`config.mk`:
```
export PLATFORM = sky130hd
export DESIGN_NAME = subnet_burst_width_tracker_top
export DESIGN_NICKNAME = d
export VERILOG_FILES = /design/src/rtl/sbwt_pkg.sv /design/src/rtl/sbwt_group_ram.sv /design/src/rtl/sbwt_width_calc.sv /design/src/rtl/subnet_burst_width_tracker_top.sv
export SDC_FILE = /design/constraint.sdc
export NUM_CORES = 2
export LEC_CHECK = 0
export BUFFER_PORTS_ARGS = -buffer_cell sky130_fd_sc_hd__buf_2
export CORE_MARGIN = 2
export CORE_UTILIZATION = 68
export DETAILED_ROUTE_END_ITERATION = 16
export HOLD_SLACK_MARGIN = 0.03
export MAX_ROUTING_LAYER = met4
export PLACE_DENSITY_LB_ADDON = 0.15
export SLEW_MARGIN = 10
export SYNTH_ARGS = -nofsm -noshare
export SYNTH_HDL_FRONTEND = slang
export SYNTH_SLANG_ARGS = --single-unit
```
`constraint.sdc`:
```
create_clock -name clk -period 44.3 [get_ports clk]
set_input_delay 2.215 -clock clk [delete_from_list [all_inputs] [get_ports clk]]
set_output_delay 2.215 -clock clk [all_outputs]
set_load 0.02 [all_outputs]
```
`src/rtl/sbwt_pkg.sv`:
```
// Shared types and constants for the subnet burst width tracker.
// No dependencies; used by sbwt_width_calc and the top level.
package sbwt_pkg;

  localparam int PREFIX_SHIFT = 8;
  localparam logic [23:0] COUNT_MAX = 24'hFFFFFF;
  localparam logic [10:0] WIDTH_MAX = 11'd1000;

  // floor(x / 1000) = (x * MS_RECIP) >> MS_SHIFT, exact for any 20-bit x
  localparam logic [20:0] MS_RECIP = 21'd1073742;
  localparam int MS_SHIFT = 30;

  localparam logic [2:0] ST_OK    = 3'd0;
  localparam logic [2:0] ST_NEW   = 3'd1;
  localparam logic [2:0] ST_FULL  = 3'd2;
  localparam logic [2:0] ST_RANGE = 3'd3;
  localparam logic [2:0] ST_NONE  = 3'd4;

  // what the second stage does with an item
  localparam logic [2:0] K_HIT  = 3'd0;
  localparam logic [2:0] K_NEW  = 3'd1;
  localparam logic [2:0] K_FULL = 3'd2;
  localparam logic [2:0] K_RPT  = 3'd3;
  localparam logic [2:0] K_NONE = 3'd4;

  typedef struct packed {
    logic [23:0] count;
    logic [31:0] first_sec;
    logic [19:0] first_usec;
    logic [31:0] last_sec;
    logic [19:0] last_usec;
  } group_rec_t;

  typedef struct packed {
    logic       ok;
    logic [9:0] ms;
  } width_t;

endpackage

```
`src/rtl/sbwt_group_ram.sv`:
```
// Per-group record memory: one write port, one registered read port.
// A read at the address written in the same cycle returns the new record.
module sbwt_group_ram #(
  parameter int DEPTH = 16,
  parameter int AW    = 4,
  parameter int DW    = 128
) (
  input  logic          clk,
  input  logic          we,
  input  logic [AW-1:0] waddr,
  input  logic [DW-1:0] wdata,
  input  logic          re,
  input  logic [AW-1:0] raddr,
  output logic [DW-1:0] rdata
);

  logic [DW-1:0] mem [DEPTH];

  always_ff @(posedge clk) begin
    if (we) begin
      mem[waddr] <= wdata;
    end
    if (re) begin
      rdata <= (we && waddr == raddr) ? wdata : mem[raddr];
    end
  end

endmodule

```
`src/rtl/sbwt_width_calc.sv`:
```
// Burst width in ms from a group's first and latest timestamps.
// Uses sbwt_pkg for constants and the width_t result type.
module sbwt_width_calc (
  input  logic [31:0]      first_sec,
  input  logic [19:0]      first_usec,
  input  logic [31:0]      last_sec,
  input  logic [19:0]      last_usec,
  output sbwt_pkg::width_t res
);

  logic [31:0] ds;
  logic [20:0] du;
  logic        neg;
  logic [19:0] mag;
  logic [40:0] prod;
  logic [10:0] q;

  always_comb begin
    ds   = last_sec - first_sec;
    du   = {1'b0, last_usec} - {1'b0, first_usec};
    neg  = du[20];
    mag  = neg ? 20'(-du) : du[19:0];
    prod = 41'(mag) * 41'(sbwt_pkg::MS_RECIP);
    q    = prod[sbwt_pkg::MS_SHIFT +: 11];
    res  = '0;
    if (ds == 32'd0 && !neg) begin
      res.ok = (q <= sbwt_pkg::WIDTH_MAX);
      res.ms = res.ok ? q[9:0] : 10'd0;
    end else if (ds == 32'd1 && (neg || mag == 20'd0)) begin
      res.ok = (q <= sbwt_pkg::WIDTH_MAX);
      res.ms = res.ok ? 10'(sbwt_pkg::WIDTH_MAX - q) : 10'd0;
    end
  end

endmodule

```
`src/rtl/subnet_burst_width_tracker_top.sv`:
```
// Top level of the subnet burst width tracker.
// Depends on sbwt_pkg, sbwt_group_ram and sbwt_width_calc.
//
// Usage: the slave channel takes one item per handshake. s_tuser = 1 asks
// for a report on group group_sel; s_tuser = 0 is a packet arrival whose
// source /24 prefix is matched against the groups in use, joining a group,
// opening a new one, or being dropped when all GROUP_SLOTS slots are taken.
// Every item gives exactly one result item on the master channel, in order.
//
// Timing: an item passes an input register, a stage that reads the group
// record memory (one registered read port) and an output register, in that
// order, before m_tvalid rises. One item is accepted every cycle while the
// receiver takes results; back-to-back packets of the same group are served
// by a write-first bypass on the memory.
//
// Reset clears the group count and all valid flags; the record memory is
// not cleared since only records of groups already opened are ever used. When the
// receiver stalls, the pipeline holds and s_tready drops once all three
// stages are full.
module subnet_burst_width_tracker_top #(
  parameter int GROUP_SLOTS = 16
) (
  input  logic        clk,
  input  logic        rst,
  input  logic        s_tvalid,
  output logic        s_tready,
  // fields from bit 0: ip_src[32], ts_sec[32], ts_usec[20], group_sel[4]
  input  logic [87:0] s_tdata,
  // fields from bit 0: command[1]
  input  logic        s_tuser,
  output logic        m_tvalid,
  input  logic        m_tready,
  // fields from bit 0: group[4], net_prefix[24], pkt_count[24], width_ms[10], zero pad[2]
  output logic [63:0] m_tdata,
  // fields from bit 0: status[3]
  output logic [2:0]  m_tuser
);

  localparam int IDXW = (GROUP_SLOTS > 1) ? $clog2(GROUP_SLOTS) : 1;
  localparam int CNTW = $clog2(GROUP_SLOTS + 1);
  localparam int RECW = $bits(sbwt_pkg::group_rec_t);

  // flow control
  logic v1, v2, vo;
  logic adv1, adv2;

  assign adv2     = !vo || m_tready;
  assign adv1     = !v2 || adv2;
  assign s_tready = !v1 || adv1;

  // input register
  logic        cmd1;
  logic [23:0] pfx1;
  logic [31:0] sec1;
  logic [19:0] usec1;
  logic [3:0]  sel1;

  always_ff @(posedge clk) begin
    if (rst) begin
      v1 <= 1'b0;
    end else if (s_tready) begin
      v1 <= s_tvalid;
    end
  end

  always_ff @(posedge clk) begin
    if (s_tvalid && s_tready) begin
      cmd1  <= s_tuser;
      pfx1  <= s_tdata[31:sbwt_pkg::PREFIX_SHIFT];
      sec1  <= s_tdata[63:32];
      usec1 <= s_tdata[83:64];
      sel1  <= s_tdata[87:84];
    end
  end

  // group table: prefixes in flops for the parallel match
  logic [23:0]       prefix_tab [GROUP_SLOTS];
  logic [CNTW-1:0]   used;
  logic [GROUP_SLOTS-1:0] hit_vec;
  logic              hit;
  logic [IDXW-1:0]   hit_idx;
  logic              full;
  logic              sel_none;
  logic [IDXW-1:0]   sel_idx;
  logic [2:0]        kind1;
  logic [IDXW-1:0]   idx1;
  logic [IDXW+3:0]   idx_ext;
  logic [3:0]        grp1;
  logic [23:0]       pfx_out1;

  always_comb begin
    hit_idx = '0;
    for (int i = 0; i < GROUP_SLOTS; i++) begin
      hit_vec[i] = (CNTW'(i) < used) && (prefix_tab[i] == pfx1);
    end
    for (int i = GROUP_SLOTS - 1; i >= 0; i--) begin
      if (hit_vec[i]) begin
        hit_idx = IDXW'(i);
      end
    end
    hit      = |hit_vec;
    full     = (used == CNTW'(GROUP_SLOTS));
    sel_idx  = IDXW'(sel1);
    sel_none = (32'(sel1) >= 32'(used));

    if (cmd1) begin
      kind1 = sel_none ? sbwt_pkg::K_NONE : sbwt_pkg::K_RPT;
      idx1  = sel_idx;
    end else if (hit) begin
      kind1 = sbwt_pkg::K_HIT;
      idx1  = hit_idx;
    end else if (full) begin
      kind1 = sbwt_pkg::K_FULL;
      idx1  = '0;
    end else begin
      kind1 = sbwt_pkg::K_NEW;
      idx1  = IDXW'(used);
    end

    idx_ext  = (IDXW + 4)'(idx1);
    grp1     = cmd1 ? sel1 : idx_ext[3:0];
    pfx_out1 = pfx1;
    if (cmd1) begin
      pfx_out1 = sel_none ? 24'd0 : prefix_tab[sel_idx];
    end
  end

  always_ff @(posedge clk) begin
    if (rst) begin
      used <= '0;
    end else if (v1 && adv1 && kind1 == sbwt_pkg::K_NEW) begin
      used <= used + CNTW'(1);
    end
  end

  always_ff @(posedge clk) begin
    if (v1 && adv1 && kind1 == sbwt_pkg::K_NEW) begin
      prefix_tab[idx1] <= pfx1;
    end
  end

  // second stage: record read done, update and result build
  logic [2:0]      kind2;
  logic [IDXW-1:0] idx2;
  logic [3:0]      grp2;
  logic [23:0]     pfx2;
  logic [31:0]     sec2;
  logic [19:0]     usec2;

  always_ff @(posedge clk) begin
    if (rst) begin
      v2 <= 1'b0;
    end else if (adv1) begin
      v2 <= v1;
    end
  end

  always_ff @(posedge clk) begin
    if (v1 && adv1) begin
      kind2 <= kind1;
      idx2  <= idx1;
      grp2  <= grp1;
      pfx2  <= pfx_out1;
      sec2  <= sec1;
      usec2 <= usec1;
    end
  end

  sbwt_pkg::group_rec_t rec, wrec;
  logic [RECW-1:0] rdata;
  logic            we;
  logic [23:0]     cnt_inc;
  sbwt_pkg::width_t wres;

  assign rec = sbwt_pkg::group_rec_t'(rdata);
  assign we  = v2 && adv2 && (kind2 == sbwt_pkg::K_HIT || kind2 == sbwt_pkg::K_NEW);

  sbwt_group_ram #(
    .DEPTH (GROUP_SLOTS),
    .AW    (IDXW),
    .DW    (RECW)
  ) u_ram (
    .clk   (clk),
    .we    (we),
    .waddr (idx2),
    .wdata (RECW'(wrec)),
    .re    (v1 && adv1),
    .raddr (idx1),
    .rdata (rdata)
  );

  sbwt_width_calc u_width (
    .first_sec  (rec.first_sec),
    .first_usec (rec.first_usec),
    .last_sec   (rec.last_sec),
    .last_usec  (rec.last_usec),
    .res        (wres)
  );

  logic [2:0]  st_next;
  logic [23:0] cnt_next;
  logic [9:0]  w_next;

  always_comb begin
    cnt_inc = (rec.count == sbwt_pkg::COUNT_MAX) ? sbwt_pkg::COUNT_MAX : rec.count + 24'd1;
    wrec = rec;
    wrec.last_sec  = sec2;
    wrec.last_usec = usec2;
    st_next  = sbwt_pkg::ST_OK;
    cnt_next = 24'd0;
    w_next   = 10'd0;
    unique case (kind2)
      sbwt_pkg::K_HIT: begin
        wrec.count = cnt_inc;
        cnt_next   = cnt_inc;
      end
      sbwt_pkg::K_NEW: begin
        wrec.count      = 24'd1;
        wrec.first_sec  = sec2;
        wrec.first_usec = usec2;
        st_next  = sbwt_pkg::ST_NEW;
        cnt_next = 24'd1;
      end
      sbwt_pkg::K_FULL: begin
        st_next = sbwt_pkg::ST_FULL;
      end
      sbwt_pkg::K_RPT: begin
        st_next  = wres.ok ? sbwt_pkg::ST_OK : sbwt_pkg::ST_RANGE;
        cnt_next = rec.count;
        w_next   = wres.ms;
      end
      default: begin
        st_next = sbwt_pkg::ST_NONE;
      end
    endcase
  end

  // output register
  logic [3:0]  o_group;
  logic [2:0]  o_status;
  logic [23:0] o_pfx;
  logic [23:0] o_cnt;
  logic [9:0]  o_w;

  always_ff @(posedge clk) begin
    if (rst) begin
      vo <= 1'b0;
    end else if (adv2) begin
      vo <= v2;
    end
  end

  always_ff @(posedge clk) begin
    if (v2 && adv2) begin
      o_group  <= grp2;
      o_status <= st_next;
      o_pfx    <= pfx2;
      o_cnt    <= cnt_next;
      o_w      <= w_next;
    end
  end

  assign m_tvalid = vo;
  assign m_tdata  = {2'b00, o_w, o_cnt, o_pfx, o_group};
  assign m_tuser  = o_status;

  // checks
  a_used_bound: assert property (@(posedge clk) disable iff (rst)
    used <= CNTW'(GROUP_SLOTS))
    else $error("group count above slot count");

  a_new_grows: assert property (@(posedge clk) disable iff (rst)
    (v1 && adv1 && kind1 == sbwt_pkg::K_NEW) |=> (used == $past(used) + CNTW'(1)))
    else $error("new group did not bump group count");

  a_full_only_when_full: assert property (@(posedge clk) disable iff (rst)
    (v1 && kind1 == sbwt_pkg::K_FULL) |-> full)
    else $error("packet dropped while a slot is free");

  a_stall_blocks_input: assert property (@(posedge clk) disable iff (rst)
    (v1 && v2 && vo && !m_tready) |-> !s_tready)
    else $error("input taken while pipeline full and stalled");

endmodule
```
### Yosys cells after proc, flatten, opt, wreduce, memory -nomap -nowiden

Memories as Yosys holds them, arrays and structs flattened. A register that Yosys moved wholly into a read port is not among the register bits.
Cells that the tools add are included.
W data, S select, Z words.

| word-level totals | value |
|---|---|
| flip-flop bits (word level) | 241 |
| bits in writable memories | 2432 |
| word-level logic and storage cells | 148 |
| memories kept | 2 |

Memory list:

| memory | depth | width | read ports | clocked after memory_dff | write ports | line | RTL |
|---|---|---|---|---|---|---|---|
| u_ram.mem | 16 | 128 | 1 | 1 | 1 | sbwt_group_ram.sv:17 | `logic [DW-1:0] mem [DEPTH];` |
| prefix_tab | 16 | 24 | 17 | 1 | 1 | subnet_burst_width_tracker_top.sv:77 | `logic [23:0] prefix_tab [GROUP_SLOTS];` |

| operators by class | value |
|---|---|
| $add $sub $neg | 6 |
| multiply operators | 1 |
| $lt $le $gt $ge | 18 |
| eq/ne operators | 23 |
| muxes and demuxes | 42 |
| reduce and logical (&&, ||, !) cells | 36 |

Operators with widths:

| cell | count |
|---|---|
| $eq A24 B24 Y1 | 16 |
| $mux W4 | 21 |
| $mux W24 | 3 |
| $pmux W24 S3 | 1 |
| $mux W52 | 1 |
| $pmux W24 S2 | 1 |
| $lt A4 B5 Y1 const A | 8 |
| $mul A20 B20 Y40 const B | 1 |
| $eq A32 B1 Y1 const B | 1 |
| $logic_not A32 Y1 | 1 |
| $sub A32 B32 Y32 | 1 |
| $add A24 B1 Y24 const B | 1 |
| $eq A24 B24 Y1 const B | 1 |
| $logic_and A1 B1 Y1 | 23 |
| $mux W11 | 2 |
| $sub A20 B20 Y21 | 1 |
| $logic_not A20 Y1 | 1 |
| $lt A3 B5 Y1 const A | 4 |
| $mux W10 | 2 |
| $mux W20 | 1 |
| $neg A20 Y20 | 1 |
| $reduce_or A16 Y1 | 1 |
| $pmux W3 S4 | 1 |
| $le A11 B10 Y1 const B | 1 |
| other kinds (14) | 31 |

### Longest topological paths before layout

An unclocked memory read counts as a cell.

| logic depth | value |
|---|---|
| word-level depth | 22 |
| depth in mapped cells | 39 |
| gate-level depth less buffers | 38 |

### By module

Synthesis repeated with hierarchy kept, for this count alone.

| second synthesis, totals | value |
|---|---|
| cells, all modules | 6462 |
| area, all modules | 120606.9 µm² |

Modules (own cells, without submodules):

| module | times used | cells an instance | area each (µm²) |
|---|---|---|---|
| sbwt_group_ram | 1 | 3419 | 81957.4 |
| subnet_burst_width_tracker_top | 1 | 1885 | 29400.7 |
| sbwt_width_calc | 1 | 1158 | 9248.9 |

### Worst setup path before layout

No wires, ideal clock.

| timing | value |
|---|---|
| path type | input port to flip-flop |
| start | input m_tready |
| end | memory prefix_tab[15][0], enable pin |
| arrival | 20282 ps |
| data required time | 43894 ps |
| slack | 23612 ps |
| stages | 6 |
| buffers on the path | 1 |
| path through | nor2b_1 > a21boi_0 > and3_1 > clkbuf_1 > nand2_1 > nor2_1 |

| between the ends | value |
|---|---|
| longest elaborated chain between the ends | 6 |

Ends and longest elaborated chain:

| item | line | RTL |
|---|---|---|
| start, declared | subnet_burst_width_tracker_top.sv:32 | `input logic m_tready,` |
| $logic_or A1 B1 Y1 | subnet_burst_width_tracker_top.sv:47 | `assign adv2 = !vo \|\| m_tready;` |
| $logic_or A1 B1 Y1 | subnet_burst_width_tracker_top.sv:48 | `assign adv1 = !v2 \|\| adv2;` |
| $logic_and A1 B1 Y1 | -- |  |
| net u_ram.re | sbwt_group_ram.sv:12 | `input logic re,` |
| $logic_and A1 B1 Y1 | subnet_burst_width_tracker_top.sv:137 | `if (v1 && adv1 && kind1 == sbwt_pkg::K_NEW) begin` |
| $mux W1 | subnet_burst_width_tracker_top.sv:137 |  |
| $mux W1 (not written as such) | subnet_burst_width_tracker_top.sv:138 | `prefix_tab[idx1] <= pfx1;` |
| end, declared | subnet_burst_width_tracker_top.sv:77 |  |

The timed path passes the listed nets, and every way through them passes these cells.

### Worst setup path after layout

| timing | value |
|---|---|
| start | register u_ram.rdata[59] (read register of u_ram.mem) |
| end | register o_status[1], in the netlist m_tuser[1], data pin |

| between the ends | value |
|---|---|
| longest elaborated chain between the ends | 10 |
| elaborated cells between the ends (all ways) | 14 |
| classes of those cells | 2 x add/sub; 1 x mul; 1 x order compare; 5 x mux; 5 x reduce/logical |

Ends and longest elaborated chain:

| item | line | RTL |
|---|---|---|
| start, declared | sbwt_group_ram.sv:14 | `output logic [DW-1:0] rdata` |
| $sub A20 B20 Y21 * | sbwt_width_calc.sv:20 | `du = {1'b0, last_usec} - {1'b0, first_usec};` |
| branches (longest 6 deep; another with $mul A20 B20 Y40) | -- |  |
| $mux W11 * | sbwt_width_calc.sv:26 | `if (ds == 32'd0 && !neg) begin` |
| $mux W2 * | subnet_burst_width_tracker_top.sv:228 | `st_next = wres.ok ? sbwt_pkg::ST_OK : sbwt_pkg::ST_RANGE;` |
| $pmux W3 S4 * | subnet_burst_width_tracker_top.sv:212 | `unique case (kind2)` |
| net st_next[1] | subnet_burst_width_tracker_top.sv:200 | `logic [2:0] st_next;` |
| end signal, assigned | subnet_burst_width_tracker_top.sv:256 | `o_status <= st_next;` |
| end, declared | subnet_burst_width_tracker_top.sv:240 | `logic [2:0] o_status;` |

Mark *: on every way through the listed nets, which the timed path passes.
A chain may end at the register's enable or synchronous reset.

==> results.cfg <==
[outcome]
status = finished clean

[cts]
hold_buffers = 0
cts_setup_buffers = 0
cts_resized = 0
numCtsBuffers = 290
cts_root_buf = clkbuf_16
cts_tree = yes
clock_path_buffers = 4
path_clk_slew_ns = 0.06
clkLatencyLatePin_ns = 0.93
cts_sinks = 2801
htreeDepth = 5

[synth]
syn_inst = 7955
synth_flop_cell = edfxtp_1
async_flop_share = 0
synthAdderAreaFrac = 0.0379
synth_top_family_by_area = multiplexers
synth_compound_area_frac = 0.0610
avgSynthCellArea_sq_um = 15.3
yosys-mux-area-fraction = 0.0988
synth_edf_count = 2789
synthXorXnorAreaFrac = 0.0330
synth.yosys.seq_area_share = 0.689
synth-seq-cells = 2801
yosysWarnings = 0
yosys.area_share.simple = 0.0541
yosysUniqueCellTypes = 97
synth_area_sq_mm = 0.122

[global_route]
grt_use_total = 0.349
overflow = 0
grt_pass1_wl_um = 451000
grt_pass1_vias = 69700
grt_max_degree = 142
antenna_found_initial = 9

[drt]
vias = 71700
wl_per_cell_um = 29.0
antenna_left = 0
drtIter0Drc = 9542
wl_um = 310000
dr.pass1.iters = 6
drc_errors = 0
viasPerCell = 6.69

[timing]
finalSetupViolCount = 0
drv_slew = 0
max-slew-margin-rel = 0.172
period_share = 0.242
period_needed_ns = 10.70
max_freq_mhz = 93.4
worstMarginPinSlew_ns = 1.24
hold_viol_final = 0
rsz0062_at_grt = no
tns_ns = 0
fin_skew_ns = 0.0630
setup_ws_ns = 33.60

[hold_path]
min_path_type = reg -> reg
holdCritStartpoint = sec1[28]$_DFFE_PP_

[floorplanning]
dieArea_sq_mm = 0.183
die_w_um = 427
fp.dieH_um = 427
start_util = 0.684
rows = 155
core_area_sq_mm = 0.178
pin_count = 162

[setup_path]
critPathSlowestCell = a211oi_1
crit_top_cell = ha_1
cp_data_required_time_ns = 44.91
critPathBufInv = 3
cp-end-kind = flip-flop
cp_max_fo = 18
r2r-start = u_ram.rdata[59]$_DFFE_PP_
cpPeakStageDelay_ns = 0.82
cp-start-kind = flip-flop
crit_family = compound AO/OA/AOI/OAI gates
path_class = reg -> reg
arrival_ns = 11.31
crit_start = u_ram.rdata[59]$_DFFE_PP_

[placed_design]
dp_cells = 10200
place.gp.congestion = 0.960
hpwlAfterDp_um = 172000
dp_slack_ns = 33.88
port_buffers = 151

[finish]
synthToLayoutAreaGrowth_pct = 10.4
drive_gt1_frac = 0.113
stdcell_count = 10700
fin_util = 0.755
nNetsFinal = 8568

[pwr]
vdd_drop_max_mv = 0.341
pwr-share-clk = 0.237
switchingPower_mw = 3.80
p_comb_frac = 0.464
p_leak_nw = 46.1
powerDensity_mw_per_mm2 = 74.5
p_total_mw = 10.0
p_int_mw = 6.22
swShare = 0.379
seqPwrFrac = 0.299

[run]
max_cap_viol_count = 0
[power by group through the flow]
stage | sequential (mW) | clock (mW) | combinational (mW)
after floorplan | 3.05 | 0 | 3.38
after global placement | 3.05 | 0 | 4.56
after detailed placement | 3.06 | 0 | 4.61
after CTS | 3.00 | 2.39 | 4.65
after global routing | 3.00 | 2.49 | 5.24
final | 3.00 | 2.37 | 4.65
[through the flow]
step           hold slack (ns)  instance area, sq um
6_report                 0.417                134000
5_1_grt                  0.419                134000
4_1_cts                  0.415                134000
3_5_place_dp             0.405                125000
3_3_place_gp             0.400                125000
2_1_floorplan            0.400                122000
[logic make-up after synthesis]
group | after synthesis
other cells | 1
buf+inv | 713
simple gates | 1464
mux | 1051
compound gates | 1151
fa+ha+maj | 317
xor+xnor | 457
flops | 2801
[final timing paths]
path / endpoint / slack (ns) / cells after the start
worst min-delay path: sec2[28]$_DFFE_PP_ / 0.42 / 0
worst min register to register: sec2[28]$_DFFE_PP_ / 0.42 / 0
worst max-delay path: m_tuser[1]$_DFFE_PP_ / 33.60 / 31
worst max register to register: m_tuser[1]$_DFFE_PP_ / 33.60 / 31
[cells in the mapped netlist (all sizes together), types with 13 or more instances]
| cell | n | area (sq um) |
|---|---|---|
| a211oi | 117 | 878 |
| a21o | 24 | 180 |
| a21oi | 155 | 791 |
| a31oi | 124 | 776 |
| and3 | 26 | 168 |
| buf | 260 | 1450 |
| clkbuf | 175 | 662 |
| edfxtp | 2789 | 83800 |
| fa | 87 | 1740 |
| ha | 230 | 2880 |
| inv | 276 | 1040 |
| mux2i | 922 | 9230 |
| mux4 | 120 | 2700 |
| nand2 | 700 | 2630 |
| nand2b | 22 | 138 |
| nand3 | 168 | 853 |
| nand4 | 69 | 432 |
| nor2 | 264 | 991 |
| nor2b | 16 | 100 |
| nor3 | 39 | 200 |
| nor4 | 100 | 641 |
| o211ai | 113 | 853 |
| o21ai | 185 | 930 |
| o22ai | 316 | 1980 |
| or2 | 13 | 81.3 |
| xnor2 | 212 | 1860 |
| xor2 | 245 | 2160 |
[routing by layer]
layer	global-route usage	share of wire	up-vias	wire (um)
li1	-	-	30900	-
met1	0.478	0.39	36000	120000
met2	0.539	0.48	4140	148000
met3	0.0541	0.10	730	31000
met4	0.128	0.038	0	11700
met5	-	0	-	0
[flip-flops by register name (all words and copies together) (netlist names), 4 cells and up, named ones only]
signal,cells
sec1,32
o_pfx,24
prefix_tab,384
pfx1,24
u_ram.rdata,128
o_w,10
idx2,4
sel1,4
o_cnt,24
used,5
usec2,20
sec2,32
o_group,4
usec1,20
pfx2,24
u_ram.mem,2048
[worst reg2reg max path, delay by kind of cell, from the launching register on]
family / cells / cell delay [ns]
buf+inv: 3 / 0.25
fa+ha+maj: 9 / 3.64
simple gates: 5 / 1.32
xor+xnor: 1 / 0.79
compound gates: 13 / 4.01
flops: 1 / 0.38
[layout by cell type (no fill, tap or decap), types with 124 or more instances in the layout]
master	Yosys	layout
a31oi_1	124	124
edfxtp_1	2789	2789
nand3_1	167	166
nand2_1	700	699
buf_2	175	151
o22ai_1	316	316
mux2i_1	922	922
ha_1	230	230
a21oi_1	153	153
buf_4	66	184
nor2_1	264	235
clkbuf_16	0	299
inv_1	275	274
o21ai_0	182	182
xor2_1	244	244
xnor2_1	212	212
[final cells by class]
| cell class | instances | area (sq um) |
|---|---|---|
| diodes | 9 | 22.5 |
| clock buffers | 344 | 7650 |
| clock inverters | 146 | 1490 |
| fillers | 10400 | 43700 |
| inverters | 278 | 1050 |
| multi-input cells | 4442 | 35000 |
| flip-flops and latches | 2801 | 84000 |
| well taps | 2355 | 2950 |
| repair buffers | 345 | 2340 |
(Power assumes the default switching activity.)
